$ cat src/hdl/dc1d_pkg.sv
// ----------------------------------------------------------------------------
// dc1d_pkg
// shared types and constants of the dilated conv1d engine: field widths,
// opcodes, register indexes, configuration bundle and control structs
// ----------------------------------------------------------------------------
package dc1d_pkg;

    localparam int DATA_W      = 24;   // signed q11.12 value width
    localparam int FRAC_W      = 12;   // fraction bits
    localparam int PROD_W      = 2 * DATA_W;
    localparam int CHAN_W      = 6;
    localparam int TAP_W       = 3;
    localparam int TIME_W      = 9;
    localparam int OP_W        = 2;
    localparam int IN_TDATA_W  = 48;
    localparam int OUT_TDATA_W = 40;
    localparam int OUT_TUSER_W = 2;
    localparam int CFG_IDX_W   = 3;
    localparam int CFG_DATA_W  = 10;
    localparam int MAX_DIL     = 64;   // largest usable tap spacing

    typedef enum logic [OP_W-1:0] {
        OP_LOAD_WEIGHT,
        OP_LOAD_BIAS,
        OP_LOAD_SAMPLE,
        OP_COMPUTE
    } t_opcode;

    typedef enum logic [CFG_IDX_W-1:0] {
        CFG_IN_CHANNELS,
        CFG_OUT_CHANNELS,
        CFG_KERNEL_TAPS,
        CFG_TAP_SPACING,
        CFG_LEFT_PADDING,
        CFG_SEQUENCE_LENGTH,
        CFG_BIAS_ENABLE
    } t_cfg_idx;

    typedef enum logic [2:0] {
        ST_IDLE,
        ST_BIAS,
        ST_RUN,
        ST_DRAIN,
        ST_DONE
    } t_state;

    typedef struct packed {
        logic [6:0] in_channels;
        logic [6:0] out_channels;
        logic [3:0] kernel_taps;
        logic [6:0] tap_spacing;
        logic [8:0] left_padding;
        logic [9:0] sequence_length;
        logic       bias_enable;
    } t_cfg;

    // control for the multiply-accumulate unit, aligned with the read issue
    typedef struct packed {
        logic init;     // load accumulator with bias (or zero)
        logic tap_en;   // tap position inside the sequence
        logic bias_en;
    } t_mac_ctl;

    typedef struct packed {
        logic done;     // result handed to the output register
        logic err;      // index error on this item
    } t_seq_stat;

endpackage

$ cat src/hdl/dc1d_mac.sv
// ----------------------------------------------------------------------------
// dc1d_mac
// shared multiply-accumulate unit: registered product, wide accumulator,
// round half up to q11.12 and saturate
// ----------------------------------------------------------------------------
module dc1d_mac #(
    parameter int MAX_IN_CHANNELS = 64,
    parameter int MAX_TAPS        = 8
) (
    input  logic                                i_clk,
    input  logic                                i_rst_n,
    input  dc1d_pkg::t_mac_ctl                  i_ctl,
    input  logic signed [dc1d_pkg::DATA_W-1:0]  i_w,
    input  logic signed [dc1d_pkg::DATA_W-1:0]  i_s,
    input  logic signed [dc1d_pkg::DATA_W-1:0]  i_b,
    output logic signed [dc1d_pkg::DATA_W-1:0]  o_res,
    output logic                                o_sat
);
    import dc1d_pkg::*;

    localparam int ACC_W = PROD_W + $clog2(MAX_IN_CHANNELS * MAX_TAPS + 1) + 1;

    t_mac_ctl                 r_ctl_d1;   // aligned with memory read data
    logic                     r_prod_v;
    logic signed [PROD_W-1:0] r_prod;
    logic signed [ACC_W-1:0]  r_acc;
    logic signed [ACC_W-1:0]  bias_ext;
    logic signed [ACC_W-1:0]  rnd;
    logic                     sat_hi;
    logic                     sat_lo;

    assign bias_ext = $signed({{(ACC_W - DATA_W - FRAC_W){i_b[DATA_W-1]}}, i_b,
                               {FRAC_W{1'b0}}});

    always_ff @(posedge i_clk) begin
        if (!i_rst_n) begin
            r_ctl_d1 <= '0;
            r_prod_v <= 1'b0;
        end else begin
            r_ctl_d1 <= i_ctl;
            r_prod_v <= r_ctl_d1.tap_en;
        end
    end

    always_ff @(posedge i_clk) begin
        r_prod <= i_w * i_s;
        if (r_ctl_d1.init) begin
            r_acc <= r_ctl_d1.bias_en ? bias_ext : '0;
        end else if (r_prod_v) begin
            r_acc <= r_acc + ACC_W'(r_prod);
        end
    end

    // floor((acc + half) / 2^frac), then clip to 24 bits
    assign rnd    = (r_acc + ACC_W'(1 << (FRAC_W - 1))) >>> FRAC_W;
    assign sat_hi = !rnd[ACC_W-1] && (|rnd[ACC_W-2:DATA_W-1]);
    assign sat_lo = rnd[ACC_W-1] && !(&rnd[ACC_W-2:DATA_W-1]);
    assign o_sat  = sat_hi || sat_lo;

    always_comb begin
        if (sat_hi) begin
            o_res = {1'b0, {(DATA_W-1){1'b1}}};
        end else if (sat_lo) begin
            o_res = {1'b1, {(DATA_W-1){1'b0}}};
        end else begin
            o_res = rnd[DATA_W-1:0];
        end
    end

endmodule

$ cat config.mk
export PLATFORM = sky130hd
export DESIGN_NAME = dc1d_mac
export DESIGN_NICKNAME = d
export VERILOG_FILES = /design/src/hdl/dc1d_pkg.sv /design/src/hdl/dc1d_mac.sv
export SDC_FILE = /design/constraint.sdc
export NUM_CORES = 2
export LEC_CHECK = 0
export BUFFER_PORTS_ARGS = -buffer_cell sky130_fd_sc_hd__buf_4
export CAP_MARGIN = 15
export CORE_AREA = 5 5 297 299
export CTS_CLUSTER_DIAMETER = 60
export DETAILED_ROUTE_END_ITERATION = 10
export DIE_AREA = 0 0 302 304
export HOLD_SLACK_MARGIN = 0.12
export PLACE_DENSITY_LB_ADDON = 0.12
export SYNTH_ARGS = -nofsm -noshare
export SYNTH_HDL_FRONTEND = slang
export SYNTH_SLANG_ARGS = --single-unit
$ cat constraint.sdc
create_clock -name i_clk -period 20.1 [get_ports i_clk]
set_input_delay 4.02 -clock i_clk [delete_from_list [all_inputs] [get_ports i_clk]]
set_output_delay 4.02 -clock i_clk [all_outputs]
set_load 0.05 [all_outputs]
# == Word-level counts from Yosys, hierarchy flattened ==
# Cells that the tools add are included.
# classes
addsub,2
multipliers,1
div,0
n_lt_le_gt_ge,0
eq_ne,0
n_shift,0
muxes,5
bitwise_logic,0
n_reduce_logical,8
# op_table
op,count
59-bit 2-to-1 mux,3
59-bit by 13-bit adder with 59-bit output (second input constant),1
59-bit by 48-bit adder with 59-bit output,1
24-bit by 24-bit multiplier with 48-bit output,1
24-bit 2-to-1 mux,2
24-bit AND reduction,1
24-bit OR reduction,1
1-bit logical AND,2
1-bit zero test,2
2-bit nonzero test,1
1-bit logical OR,1
# word_totals
reg_bits,111
latch_bits,0
ram_bits,0
mem_bits_ro,0
in_bits,77
out_inout_bits,25
elab_cells,22
mem_count,0

# == Logic depth before layout (Yosys ltp) ==
# depth
ltp_word,6
ltp_mapped,27
depth_no_buf,25

# == Least setup slack after synthesis ==
# OpenSTA, ideal clock, no wires.
# synth_timing
path_kind,input to register
start,in i_w[23] (netlist name)
end,reg r_prod[43]
setup_time_ps,127
t_arrival_ps,10445
required_time_ps,19973
path_slack_ps,9528
stages,24
path_buffers,2
path_cell_list,clkbuf_1 nand2_1 inv_1 fa_1 fa_1 inv_1 fa_1 inv_1 fa_1 fa_1 fa_1 inv_1 fa_1 inv_1 ha_1 clkbuf_1 nand3_1 nor2_1 nand3_1 a2111oi_0 o21ai_0 a31oi_1 a31oi_1 xnor2_1
# synth_between
elab_chain_len,1
# synth_lines
item,line,source
from (decl),dc1d_mac.sv:13,"input logic signed [dc1d_pkg::DATA_W-1:0] i_w,"
24-bit by 24-bit multiplier with 48-bit output,dc1d_mac.sv:46,r_prod <= i_w * i_s;
to (signal assigned),dc1d_mac.sv:46,
to (decl),dc1d_mac.sv:25,logic signed [PROD_W-1:0] r_prod;
# Every way passes these cells.
# A chain may end at the register's enable or synchronous reset.

# == Worst setup path after layout ==
# Ends and elaborated chain as after synthesis.

==> results.tsv <==
stage	metric	value	unit
timing	fin_crit	11.06	ns
timing	hold_viol_final	0	
floorplanning	coreArea	0.0849	sq mm
grt	grt_pass1_wl	139000	um
timing	finalCritPeriodShare	0.550	
cells_and_area	drive_gt1_frac	0.0491	
routing	ant_nets	0	
clocking	cts-htree-levels	3	
clocking	clock_latency	0.38	ns
timing	rsz0062_at_grt	no	
setup_path	cp.required	20.36	ns
timing	drv_slew	0	
synthesis	syn_area	0.0295	sq mm
worst_hold_path	worstHoldEndpoint	r_prod_v$_SDFF_PN0_	
setup_path	r2r-end	r_acc[57]$_DFFE_PP_	
setup_path	r2r_cells	10	
cells_and_area	fin_nets	4111	
outcome	status	complete, no violations	
floorplanning	num_rows	107	
worst_hold_path	hold_path_depth	1	
floorplanning	die_area	0.0918	sq mm
synthesis	synthSimpleGateAreaFrac	0.180	
setup_path	reg2reg_slack	16.18	ns
run	maxCapViolations	0	
setup_path	start_kind	input port	
routing	vias	21700	
routing	dr.pass1.iters	5	
grt	grt_max_degree	66	
cells_and_area	n_antenna_cell	0	
setup_path	critPathMaxStageDelay	0.73	ns
grt	grt_antenna_before_repair	2	
clocking	post_cts_buffers	0	
setup_path	path_class	input port to flip-flop	
synthesis	post-synth-top-count-cell	inv_1	
synthesis	synth_warnings	0	
clocking	numCtsBuffers	9	
synthesis	synth-xor-area-share	0.0380	
synthesis	ys_seq_elements	111	
timing	clock_skew	0.0204	ns
routing	drt_iter0_drc	1158	
routing	wire_per_inst	19.8	um
routing	drc_errors	0	
clocking	clock_path_buffers	2	
synthesis	synth_cell_type_count	81	
synthesis	ys_seq_area_frac	0.0953	
synthesis	synth_top_family_by_area	adder cells	
grt	gr-usage-all-layers	0.192	
cells_and_area	area_growth_syn_to_layout	6.54	%
synthesis	synth_largest_area_cell	fa_1	
clocking	hold_buffers	0	
floorplanning	die_y	304	um
setup_path	end_kind	flip-flop	
setup_path	cpMaxStageDelayCell	fa_1	
routing	wirelength	86800	um
timing	setup_viol	0	
setup_path	arrival	11.32	ns
synthesis	async_reset_ff_frac	0	
clocking	post_cts_resized	0	
setup_path	critPathMaxFanout	24	
timing	tns	0	ns
place	hpwl	70400	um
place	place.gp.congestion	0.808	
synthesis	synth_mux_area_frac	0.00254	
synthesis	syn-num-nets	4142	
synthesis	synthTopCellsByCount	614 x inv_1, 608 x fa_1, 398 x nand2_1	
synthesis	yosys-top-cells-area	fa_1 41%, ha_1 8.2%, inv_1 7.8%	
synthesis	synth-compound-area-share	0.0924	
setup_path	path_common_cell	fa_1	
clocking	clk_pin_slew	0.09	ns
clocking	cts_tree	built	
grt	grt_pass1_vias	23100	
timing	max_slew_margin	0.346	
synthesis	synth_cells	3264	
floorplanning	fp.dieW	302	um
synthesis	synth.top_cell.area_share	0.413	
clocking	clock-sinks	111	
floorplanning	initial_core_util	0.348	
synthesis	synth-edff-count	59	
setup_path	path_cells	buf_4 > nand2_1 > inv_1 > fa_1 > fa_1 > inv_1 > fa_1 > inv_1 > fa_1 > fa_1 > fa_1 > inv_1 > fa_1 > inv_1 > ha_1 > nand3_1 > nor2_1 > nand3_1 > a2111oi_0 > o21ai_0 > a31oi_1 > a31oi_1 > xnor2_1	
clocking	clockRootBuffer	clkbuf_16	
timing	tightest_slew	0.981	ns
place	io_buffers	101	
grt	gr-total-overflow	0	
timing	fmax	90.4	MHz
synthesis	synth-adder-area-share	0.494	
routing	via_per_inst	4.94	
worst_hold_path	worstHoldPathType	flip-flop to flip-flop	
setup_path	r2r-start	r_acc[1]$_SDFFCE_PP0P_	
synthesis	synthFlopType	edfxtp_1	
floorplanning	io_pins	102	
worst_hold_path	holdCritStartpoint	r_ctl_d1[1]$_SDFF_PN0_	
synthesis	postSynthAreaPerCell	9.04	sq um
## cells by family after synthesis
logic type | count (synthesis)
muxes | 7
buffers and inverters | 760
AOI/OAI and AO/OA | 424
xor gates and xnor gates | 128
and+or+nand+nor | 1033
DFF | 111
adders and majority gates | 801
## state kept, by name, indices dropped and copies added, names as in the netlist
| signal | count |
|---|---|
| r_acc | 59 |
| r_ctl_d1 | 3 |
| r_prod | 48 |
| r_prod_v | 1 |
## critical path, delay by kind of cell
family,cells,cell delay (ns)
adders and majority gates,8,4.13
and+or+nand+nor,4,0.66
xor gates and xnor gates,1,0.15
buffers and inverters,6,0.79
AOI/OAI and AO/OA,4,1.57
## worst max path at each step
stage	slack [ns]	end	depth (start not counted)	from
final	9.04	r_prod[43]$_DFF_P_	23	i_w[23]
after global routing	8.52	r_prod[43]$_DFF_P_	23	i_w[23]
after CTS	9.01	r_prod[43]$_DFF_P_	23	i_w[23]
after detailed placement	8.59	r_prod[43]$_DFF_P_	23	i_w[23]
after global placement	8.85	r_prod[43]$_DFF_P_	23	i_w[23]
after floorplan	9.53	r_prod[43]$_DFF_P_	24	i_w[23]
## cell type report
cell class / count / area (sq um)
Fill cell: 8863 / 53400
Tap cell: 1144 / 1430
Sequential cell: 111 / 2810
Multi-Input combinational cell: 2393 / 23800
Clock inverter: 6 / 43.8
Inverter: 614 / 2300
Clock buffer: 10 / 239
Timing Repair Buffer: 104 / 781
## cell usage in the layout, fill, tap and decap left out, types with 19 or more instances in the layout
| cell | instances |
|---|---|
| ha_1 | 193 |
| fa_1 | 608 |
| o21a_1 | 24 |
| and2_1 | 286 |
| a21oi_1 | 110 |
| a21o_1 | 41 |
| edfxtp_1 | 59 |
| xor2_1 | 54 |
| inv_1 | 614 |
| xnor2_1 | 74 |
| nor3_1 | 32 |
| o21ai_0 | 105 |
| a31oi_1 | 19 |
| and3_1 | 26 |
| nand4_1 | 37 |
| nor2b_1 | 34 |
| nor2_1 | 87 |
| dfxtp_1 | 51 |
| buf_4 | 104 |
| nand3_1 | 48 |
| nand2_1 | 398 |
## metrics by stage
step                instances  setup slack [ns]  cell area (sq um)   util  hold slack (ns)
global route             4382              8.52              31400  0.370            0.486
finish                   4382              9.04              31400  0.370            0.459
floorplan                3264              9.53              29500      -            0.412
CTS                      4382              9.01              31400  0.370            0.464
detailed placement       4366              8.59              31200  0.367            0.437
global placement         4366              8.85              31200  0.367            0.439
## routing by layer
| metal | share of wire | track usage |
|---|---|---|
| met1 | 0.51 | 0.298 |
| met2 | 0.44 | 0.299 |
| met3 | 0.040 | 0.0185 |
| met4 | 0.010 | 0.0252 |
| met5 | 0 | 0 |
Power is not shown: default switching activity piles up to over one toggle a cycle in this logic, so the estimate is an artifact.
