**config.mk**
```make
export PLATFORM = sky130hd
export DESIGN_NAME = dc1d_seq
export DESIGN_NICKNAME = d
export VERILOG_FILES = /design/src/hdl/dc1d_pkg.sv /design/src/hdl/dc1d_seq.sv
export SDC_FILE = /design/constraint.sdc
export NUM_CORES = 1
export LEC_CHECK = 0
export BUFFER_PORTS_ARGS = -buffer_cell sky130_fd_sc_hd__buf_2
export CAP_MARGIN = 20
export CORE_ASPECT_RATIO = 0.6
export CORE_UTILIZATION = 30
export CTS_BUF_LIST = sky130_fd_sc_hd__clkbuf_4 sky130_fd_sc_hd__clkbuf_8
export CTS_CLUSTER_SIZE = 10
export DETAILED_ROUTE_END_ITERATION = 8
export PLACE_DENSITY = 0.5
export SETUP_SLACK_MARGIN = 0.4
export SLEW_MARGIN = 5
export SYNTH_ARGS = -nofsm -noshare
export SYNTH_HDL_FRONTEND = slang
export SYNTH_SLANG_ARGS = --single-unit
```
**constraint.sdc**
```tcl
create_clock -name i_clk -period 4.1 [get_ports i_clk]
set_clock_uncertainty 0.1 [all_clocks]
set_input_delay 0.41 -clock i_clk [delete_from_list [all_inputs] [get_ports i_clk]]
set_output_delay 0.41 -clock i_clk [all_outputs]
set_load 0.05 [all_outputs]
```
**src/hdl/dc1d_pkg.sv**
```systemverilog
// ----------------------------------------------------------------------------
// dc1d_pkg
// shared types and constants of the dilated conv1d engine: field widths,
// opcodes, register indexes, configuration bundle and control structs
// ----------------------------------------------------------------------------
package dc1d_pkg;

    localparam int DATA_W      = 24;   // signed q11.12 value width
    localparam int FRAC_W      = 12;   // fraction bits
    localparam int PROD_W      = 2 * DATA_W;
    localparam int CHAN_W      = 6;
    localparam int TAP_W       = 3;
    localparam int TIME_W      = 9;
    localparam int OP_W        = 2;
    localparam int IN_TDATA_W  = 48;
    localparam int OUT_TDATA_W = 40;
    localparam int OUT_TUSER_W = 2;
    localparam int CFG_IDX_W   = 3;
    localparam int CFG_DATA_W  = 10;
    localparam int MAX_DIL     = 64;   // largest usable tap spacing

    typedef enum logic [OP_W-1:0] {
        OP_LOAD_WEIGHT,
        OP_LOAD_BIAS,
        OP_LOAD_SAMPLE,
        OP_COMPUTE
    } t_opcode;

    typedef enum logic [CFG_IDX_W-1:0] {
        CFG_IN_CHANNELS,
        CFG_OUT_CHANNELS,
        CFG_KERNEL_TAPS,
        CFG_TAP_SPACING,
        CFG_LEFT_PADDING,
        CFG_SEQUENCE_LENGTH,
        CFG_BIAS_ENABLE
    } t_cfg_idx;

    typedef enum logic [2:0] {
        ST_IDLE,
        ST_BIAS,
        ST_RUN,
        ST_DRAIN,
        ST_DONE
    } t_state;

    typedef struct packed {
        logic [6:0] in_channels;
        logic [6:0] out_channels;
        logic [3:0] kernel_taps;
        logic [6:0] tap_spacing;
        logic [8:0] left_padding;
        logic [9:0] sequence_length;
        logic       bias_enable;
    } t_cfg;

    // control for the multiply-accumulate unit, aligned with the read issue
    typedef struct packed {
        logic init;     // load accumulator with bias (or zero)
        logic tap_en;   // tap position inside the sequence
        logic bias_en;
    } t_mac_ctl;

    typedef struct packed {
        logic done;     // result handed to the output register
        logic err;      // index error on this item
    } t_seq_stat;

endpackage

```
**src/hdl/dc1d_seq.sv**
```systemverilog
// ----------------------------------------------------------------------------
// dc1d_seq
// compute sequencer: checks indexes, walks input channels and taps, issues
// store reads and mac control, waits for the pipeline and hands off results
// ----------------------------------------------------------------------------
module dc1d_seq #(
    parameter int MAX_IN_CHANNELS  = 64,
    parameter int MAX_OUT_CHANNELS = 64,
    parameter int MAX_TAPS         = 8,
    parameter int MAX_LENGTH       = 512,
    localparam int IC_W = (MAX_IN_CHANNELS > 1) ? $clog2(MAX_IN_CHANNELS) : 1,
    localparam int TP_W = (MAX_TAPS > 1) ? $clog2(MAX_TAPS) : 1,
    localparam int LI_W = $clog2(MAX_LENGTH)
) (
    input  logic                          i_clk,
    input  logic                          i_rst_n,
    input  dc1d_pkg::t_cfg                i_cfg,
    input  logic                          i_start,     // compute item accepted
    input  logic [dc1d_pkg::CHAN_W-1:0]   i_oc,
    input  logic [dc1d_pkg::TIME_W-1:0]   i_tm,
    input  logic                          i_out_free,
    output logic                          o_ready,
    output logic [dc1d_pkg::CHAN_W-1:0]   o_oc,
    output logic [dc1d_pkg::TIME_W-1:0]   o_tm,
    output logic [IC_W-1:0]               o_ic,
    output logic [TP_W-1:0]               o_tap,
    output logic [LI_W-1:0]               o_pos,
    output dc1d_pkg::t_mac_ctl            o_ctl,
    output dc1d_pkg::t_seq_stat           o_stat
);
    import dc1d_pkg::*;

    localparam int OC_CNT_W = $clog2(MAX_OUT_CHANNELS + 1);
    localparam int LC_W     = $clog2(MAX_LENGTH + 1);
    localparam int POS_W    = $clog2(MAX_TAPS * MAX_DIL + 512 + MAX_LENGTH) + 2;

    t_state                  r_state, n_state;
    logic [CHAN_W-1:0]       r_oc, n_oc;
    logic [TIME_W-1:0]       r_tm, n_tm;
    logic                    r_err, n_err;
    logic [IC_W-1:0]         r_ic, n_ic;
    logic [TP_W-1:0]         r_tp, n_tp;
    logic [POS_W-1:0]        r_pos, n_pos;
    logic                    r_drain, n_drain;

    logic [IC_W-1:0]         in_last;
    logic [TP_W-1:0]         tap_last;
    logic [6:0]              dil;
    logic [LC_W-1:0]         len;
    logic [OC_CNT_W-1:0]     n_out;
    logic                    idx_err;
    logic                    pos_in;
    logic [POS_W-1:0]        pos_base;

    // registers used saturated to their legal ranges
    always_comb begin
        if (i_cfg.in_channels == '0) begin
            in_last = '0;
        end else if (32'(i_cfg.in_channels) > MAX_IN_CHANNELS) begin
            in_last = IC_W'(MAX_IN_CHANNELS - 1);
        end else begin
            in_last = IC_W'(i_cfg.in_channels - 7'd1);
        end

        if (i_cfg.kernel_taps == '0) begin
            tap_last = '0;
        end else if (32'(i_cfg.kernel_taps) > MAX_TAPS) begin
            tap_last = TP_W'(MAX_TAPS - 1);
        end else begin
            tap_last = TP_W'(i_cfg.kernel_taps - 4'd1);
        end

        if (i_cfg.tap_spacing == '0) begin
            dil = 7'd1;
        end else if (32'(i_cfg.tap_spacing) > MAX_DIL) begin
            dil = 7'(MAX_DIL);
        end else begin
            dil = i_cfg.tap_spacing;
        end

        if (i_cfg.sequence_length == '0) begin
            len = LC_W'(1);
        end else if (32'(i_cfg.sequence_length) > MAX_LENGTH) begin
            len = LC_W'(MAX_LENGTH);
        end else begin
            len = LC_W'(i_cfg.sequence_length);
        end

        if (i_cfg.out_channels == '0) begin
            n_out = OC_CNT_W'(1);
        end else if (32'(i_cfg.out_channels) > MAX_OUT_CHANNELS) begin
            n_out = OC_CNT_W'(MAX_OUT_CHANNELS);
        end else begin
            n_out = OC_CNT_W'(i_cfg.out_channels);
        end
    end

    assign idx_err  = (32'(i_oc) >= 32'(n_out)) || (32'(i_tm) >= 32'(len));
    assign pos_base = POS_W'(r_tm) - POS_W'(i_cfg.left_padding);
    assign pos_in   = !r_pos[POS_W-1] && (r_pos[POS_W-2:0] < (POS_W-1)'(len));

    always_ff @(posedge i_clk) begin
        if (!i_rst_n) begin
            r_state <= ST_IDLE;
            r_err   <= 1'b0;
            r_drain <= 1'b0;
        end else begin
            r_state <= n_state;
            r_err   <= n_err;
            r_drain <= n_drain;
        end
    end

    always_ff @(posedge i_clk) begin
        r_oc  <= n_oc;
        r_tm  <= n_tm;
        r_ic  <= n_ic;
        r_tp  <= n_tp;
        r_pos <= n_pos;
    end

    always_comb begin
        n_state = r_state;
        n_oc    = r_oc;
        n_tm    = r_tm;
        n_err   = r_err;
        n_ic    = r_ic;
        n_tp    = r_tp;
        n_pos   = r_pos;
        n_drain = r_drain;
        o_ctl   = '0;
        o_stat  = '0;
        o_ctl.bias_en = i_cfg.bias_enable;

        case (r_state)
            ST_IDLE: begin
                if (i_start) begin
                    n_oc    = i_oc;
                    n_tm    = i_tm;
                    n_err   = idx_err;
                    n_state = idx_err ? ST_DONE : ST_BIAS;
                end
            end
            ST_BIAS: begin
                // bias read goes out now, taps start next cycle
                o_ctl.init = 1'b1;
                n_ic       = '0;
                n_tp       = '0;
                n_pos      = pos_base;
                n_state    = ST_RUN;
            end
            ST_RUN: begin
                o_ctl.tap_en = pos_in;
                if (r_tp == tap_last) begin
                    n_tp  = '0;
                    n_pos = pos_base;
                    if (r_ic == in_last) begin
                        n_drain = 1'b0;
                        n_state = ST_DRAIN;
                    end else begin
                        n_ic = r_ic + IC_W'(1);
                    end
                end else begin
                    n_tp  = r_tp + TP_W'(1);
                    n_pos = r_pos + POS_W'(dil);
                end
            end
            ST_DRAIN: begin
                // read data then product then accumulate
                n_drain = 1'b1;
                if (r_drain) begin
                    n_state = ST_DONE;
                end
            end
            ST_DONE: begin
                o_stat.err = r_err;
                if (i_out_free) begin
                    o_stat.done = 1'b1;
                    n_state     = ST_IDLE;
                end
            end
            default: begin
                n_state = ST_IDLE;
            end
        endcase
    end

    assign o_ready = (r_state == ST_IDLE);
    assign o_oc    = r_oc;
    assign o_tm    = r_tm;
    assign o_ic    = r_ic;
    assign o_tap   = r_tp;
    assign o_pos   = r_pos[LI_W-1:0];

endmodule

```
# Word level (Yosys, flattened, before mapping)
# Index checks and enable logic that the tools add are counted.
classes:
  addsub: 6
  order_cmp: 8
  n_eq_ne: 12
  n_mux: 31
  reduce_logical: 15
op_table:
  columns: ["op", "count"]
  rows:
  - ["$mux 7", 4]
  - ["$mux 3", 9]
  - ["$pmux 13 s2", 1]
  - ["$mux 6", 4]
  - ["$gt 7x7->1 const B", 3]
  - ["$logic_not 7->1", 3]
  - ["$mux 10", 2]
  - ["$pmux 3 s5", 1]
  - ["$add 13x7->13", 1]
  - ["$mux 13", 1]
  - ["$lt 12x10->1", 1]
  - ["$ne 2x2->1 const B", 6]
  - ["$pmux 6 s2", 1]
  - ["$ge 9x10->1", 1]
  - ["$gt 10x10->1 const B", 1]
  - ["$logic_not 10->1", 1]
  - ["$sub 9x9->10", 1]
  - ["$ge 6x7->1", 1]
  - ["$add 6x1->6 const B", 1]
  - ["$eq 3x2->1 const B", 2]
  - ["$eq 6x6->1", 1]
  - ["$pmux 3 s2", 1]
  - ["$reduce_and 3->1", 2]
  - ["$sub 6x1->6 const B", 1]
  - ["17 further kinds", 22]
totals:
  register_bits: 42
  input_bits: 64
  out_inout_bits: 39

# Longest topological paths before layout
depth:
  depth_word: 8
  ltp_mapped: 12

# Least setup slack after synthesis
# No wires, ideal clock.
synth_path:
  kind: "in2reg"
  startpoint: "input i_cfg[38] (netlist name)"
  endpoint: "register r_ic[0] (netlist: o_ic[0]) (enable)"
  arrival_ns: 2.450
  t_required_ns: 3.623
  setup_slack_ns: 1.173
  path_stages: 8
  cell_sequence: "inv_1 > ha_1 > or4b_4 > or3_4 > and4_1 > o32ai_2 > nor4_2 > o21ai_0"
synth_via:
  elab_chain_len: 6
  word_cells_on_any_way: 8
synth_rtl:
  columns: ["item", "line_no", "rtl"]
  rows:
  - ["start, declared", "dc1d_seq.sv:17", "input dc1d_pkg::t_cfg i_cfg,"]
  - ["$sub 6x1->6 or $gt 7x7->1 (tied branches)", "dc1d_seq.sv:62, dc1d_seq.sv:59", null]
  - ["$mux 6", "dc1d_seq.sv:59", "end else if (32'(i_cfg.in_channels) > MAX_IN_CHANNELS) begin"]
  - ["$mux 6 (*)", "dc1d_seq.sv:57", "if (i_cfg.in_channels == '0) begin"]
  - ["$eq 6x6->1 (*)", "dc1d_seq.sv:157", "if (r_ic == in_last) begin"]
  - ["$ne 2x2->1 (no line) (*)", null, null]
  - ["$reduce_and 3->1 (no line) (*)", null, null]
  - ["end signal, assigned", "dc1d_seq.sv:117", "r_ic <= n_ic;"]
  - ["end, declared", "dc1d_seq.sv:41", "logic [IC_W-1:0] r_ic, n_ic;"]
# Every way passes the cells marked *; elsewhere a longest branch is shown, timed or not.
# A chain may end at the register's enable or synchronous reset.

# Worst setup path in the final report
# Same ends and word-level chain as after synthesis.

==> metrics.cfg <==
[sta]
setup_viol = 0
hold_viol_final = 0
finalMaxSlewViolations = 0
post-route-period-util_pct = 73.4
min_period_ns = 3.01
fin_tns_setup_ns = 0
worstMarginPinSlew_ns = 0.832
max_slew_margin_pct = 43.8
rsz0062_at_grt = no
setup_ws_ns = 1.09
fmax_ghz = 0.332

[routing]
drt_pre_antenna_iters = 4
drcViolationCount = 0
drt_iter0_drc = 183
ant_nets = 0
finalWirelength_um = 9310
vias_per_cell = 4.86
vias = 3121
wl_per_cell_um = 14.5

[synthesis]
avgSynthCellArea_um2 = 9.20
synth-edff-count = 37
synthArstFlopShare_pct = 0
yosys_warnings = 0
synth_nets = 500
synthTopCellsByArea = edfxtp_1 31%, ha_1 16%, nor2_1 4.7%
synthFlopType = edfxtp_1
yosysTopAreaCellShare_pct = 31.0
synthDistinctLibCells = 54
ys_seq_elements = 42
postSynthCellCount = 389
synth_top_area_cell = edfxtp_1
ys_seq_area_share_pct = 33.8
mappedNetlistArea_um2 = 3580

[clocking]
cts_sinks = 42
clkTransAtPathRegs_ns = 0.09
clockBufferDepth = 2
hold_buffers = 0
cts-resized-gates = 0
numCtsBuffers = 5
clk_latency_ns = 0.30
ctsRootBufferMaster = clkbuf_8
tritoncts = done
post_cts_buffers = 0
htree_levels = 2

[placement]
gp_congestion = 0.896
dpl_cell_area_um2 = 4190
hpwl_um = 7760
place_ws_ns = 0.727
io_buffers = 100

[pwr]
power_mw = 1.44
leakagePower_nw = 1.92
ir_drop_uv = 109
power_density_nw_per_um2 = 336

[grt]
overflow = 0
grt_pass1_wl_um = 14800
grt_max_degree = 18
grt_antenna_before_repair = 0
track_usage_pct = 15.4
grt_pass1_vias = 2893

[finish]
final_util_pct = 37.4
fill_cells = 1185
diodes = 0
final_common_cell = buf_2
nNetsFinal = 592
syn2layout_area_growth_pct = 19.5
drive_gt1_share_pct = 24.1
final_cell_mix = 100 x buf_2, 45 x nor2_1, 45 x ha_1, 37 x edfxtp_1
stdcell_area_um2 = 4280

[worst_setup_path]
reg2reg_depth = 8
rr_startpoint = r_pos[1]
worstPathArrival_ns = 2.85
start_kind = input port
worst_r2r_endpoint = r_pos[11]
crit_path_end_kind = register
cp.required_ns = 3.94
crit_type = in2reg
r2r_slack_ns = 1.23
cp_max_fo = 6

[status]
outcome = completed

[floorplan]
core-area_um2 = 11400
rows = 30
die_area_um2 = 12400
die_height_um = 86.6
start_util_pct = 31.3
pin_count = 103
die_w_um = 143

[min_path]
min_from = i_oc[0]
whs_path_depth = 1
min_to = o_oc[0]
hold_path_class = in2reg

[job]
drv_cap = 0

cells by family (layout without fill, tap and decap cells):
group	after synthesis	after routing	share of synthesized area, %
and+or+nand+nor	134	134	19.0
AOI/OAI and AO/OA	88	88	16.0
adders and majority gates	48	48	17.1
buffers and inverters	44	137	5.87
DFF	42	42	33.8
xor gates and xnor gates	29	29	7.10
muxes	4	4	1.12
report_power, final:
group | switching (mW) | internal [mW]
Clock | 0.164 | 0.120
Combinational | 0.367 | 0.199
Sequential | 0.0536 | 0.533
flip-flops by register name, summed over array words and instances (netlist names):
name and cells:
o_ic 6, o_oc 6, o_tap 3, o_tm 9
r_drain 1, r_err 1, r_pos 13, r_state 3
worst max-delay path: stages:
cell and delay, ns:
buf_2 0.13, inv_1 0.12, ha_1 0.18, or4b_4 0.51, o21ai_1 0.34, o21ai_0 0.16
o32ai_2 0.29, nor4_2 0.08, o21ai_0 0.64
metal layers:
layer	global-route usage (%)	up-vias	wire length [um]
met3	3.09	4	598
met1	24.3	1450	5040
met2	21.0	77	3630
met5	0	-	0
li1	-	1590	-
met4	2.74	0	48
synthesized netlist by cell type, types with 2 or more instances:
library cell  count
a211oi_1          4
a21boi_0          2
a21o_1            8
a21oi_1          27
a31oi_1           5
and2_1            2
and3_1            5
buf_4            10
clkbuf_1          5
dfxtp_1           5
edfxtp_1         37
fa_1              2
ha_1             45
inv_1            27
mux2i_1           4
nand2_1          23
nand2b_1         13
nand3_1           7
nand4_1           3
nor2_1           45
nor2b_1          10
nor3_1            8
nor3b_1           2
nor4_1            5
o21a_1            2
o21ai_0          21
o21ai_1           2
o41a_1            2
o41ai_1           3
or3_1             4
xnor2_1          16
xor2_1           13
stage by stage:
| stage | hold WS (ns) | instances |
|---|---|---|
| after floorplan | 0.353 | 389 |
| after global placement | 0.363 | 634 |
| after detailed placement | 0.369 | 634 |
| after CTS | 0.182 | 642 |
| after global routing | 0.181 | 642 |
| final | 0.193 | 642 |
worst max-delay path by stage:
stage	cells after the start	start	endpoint	slack (ns)
after floorplan	8	i_cfg[38]	o_ic[0]	1.17
after global placement	9	i_cfg[38]	o_ic[0]	0.81
after detailed placement	9	i_cfg[38]	o_ic[0]	0.73
after CTS	9	i_cfg[38]	o_ic[0]	1.08
after global routing	9	i_cfg[38]	o_ic[5]	0.93
final	9	i_cfg[38]	o_ic[0]	1.09
final cells by class:
type	instances	area (um^2)	area share, %
inverter	28	105	2.46
timing repair buffer	101	508	11.9
clock inverter	3	21.3	0.497
tap	160	200	4.68
clock buffer	5	68.8	1.61
sequential	42	1210	28.3
multi-input combinational	303	2160	50.6
(Power assumes the default switching activity.)
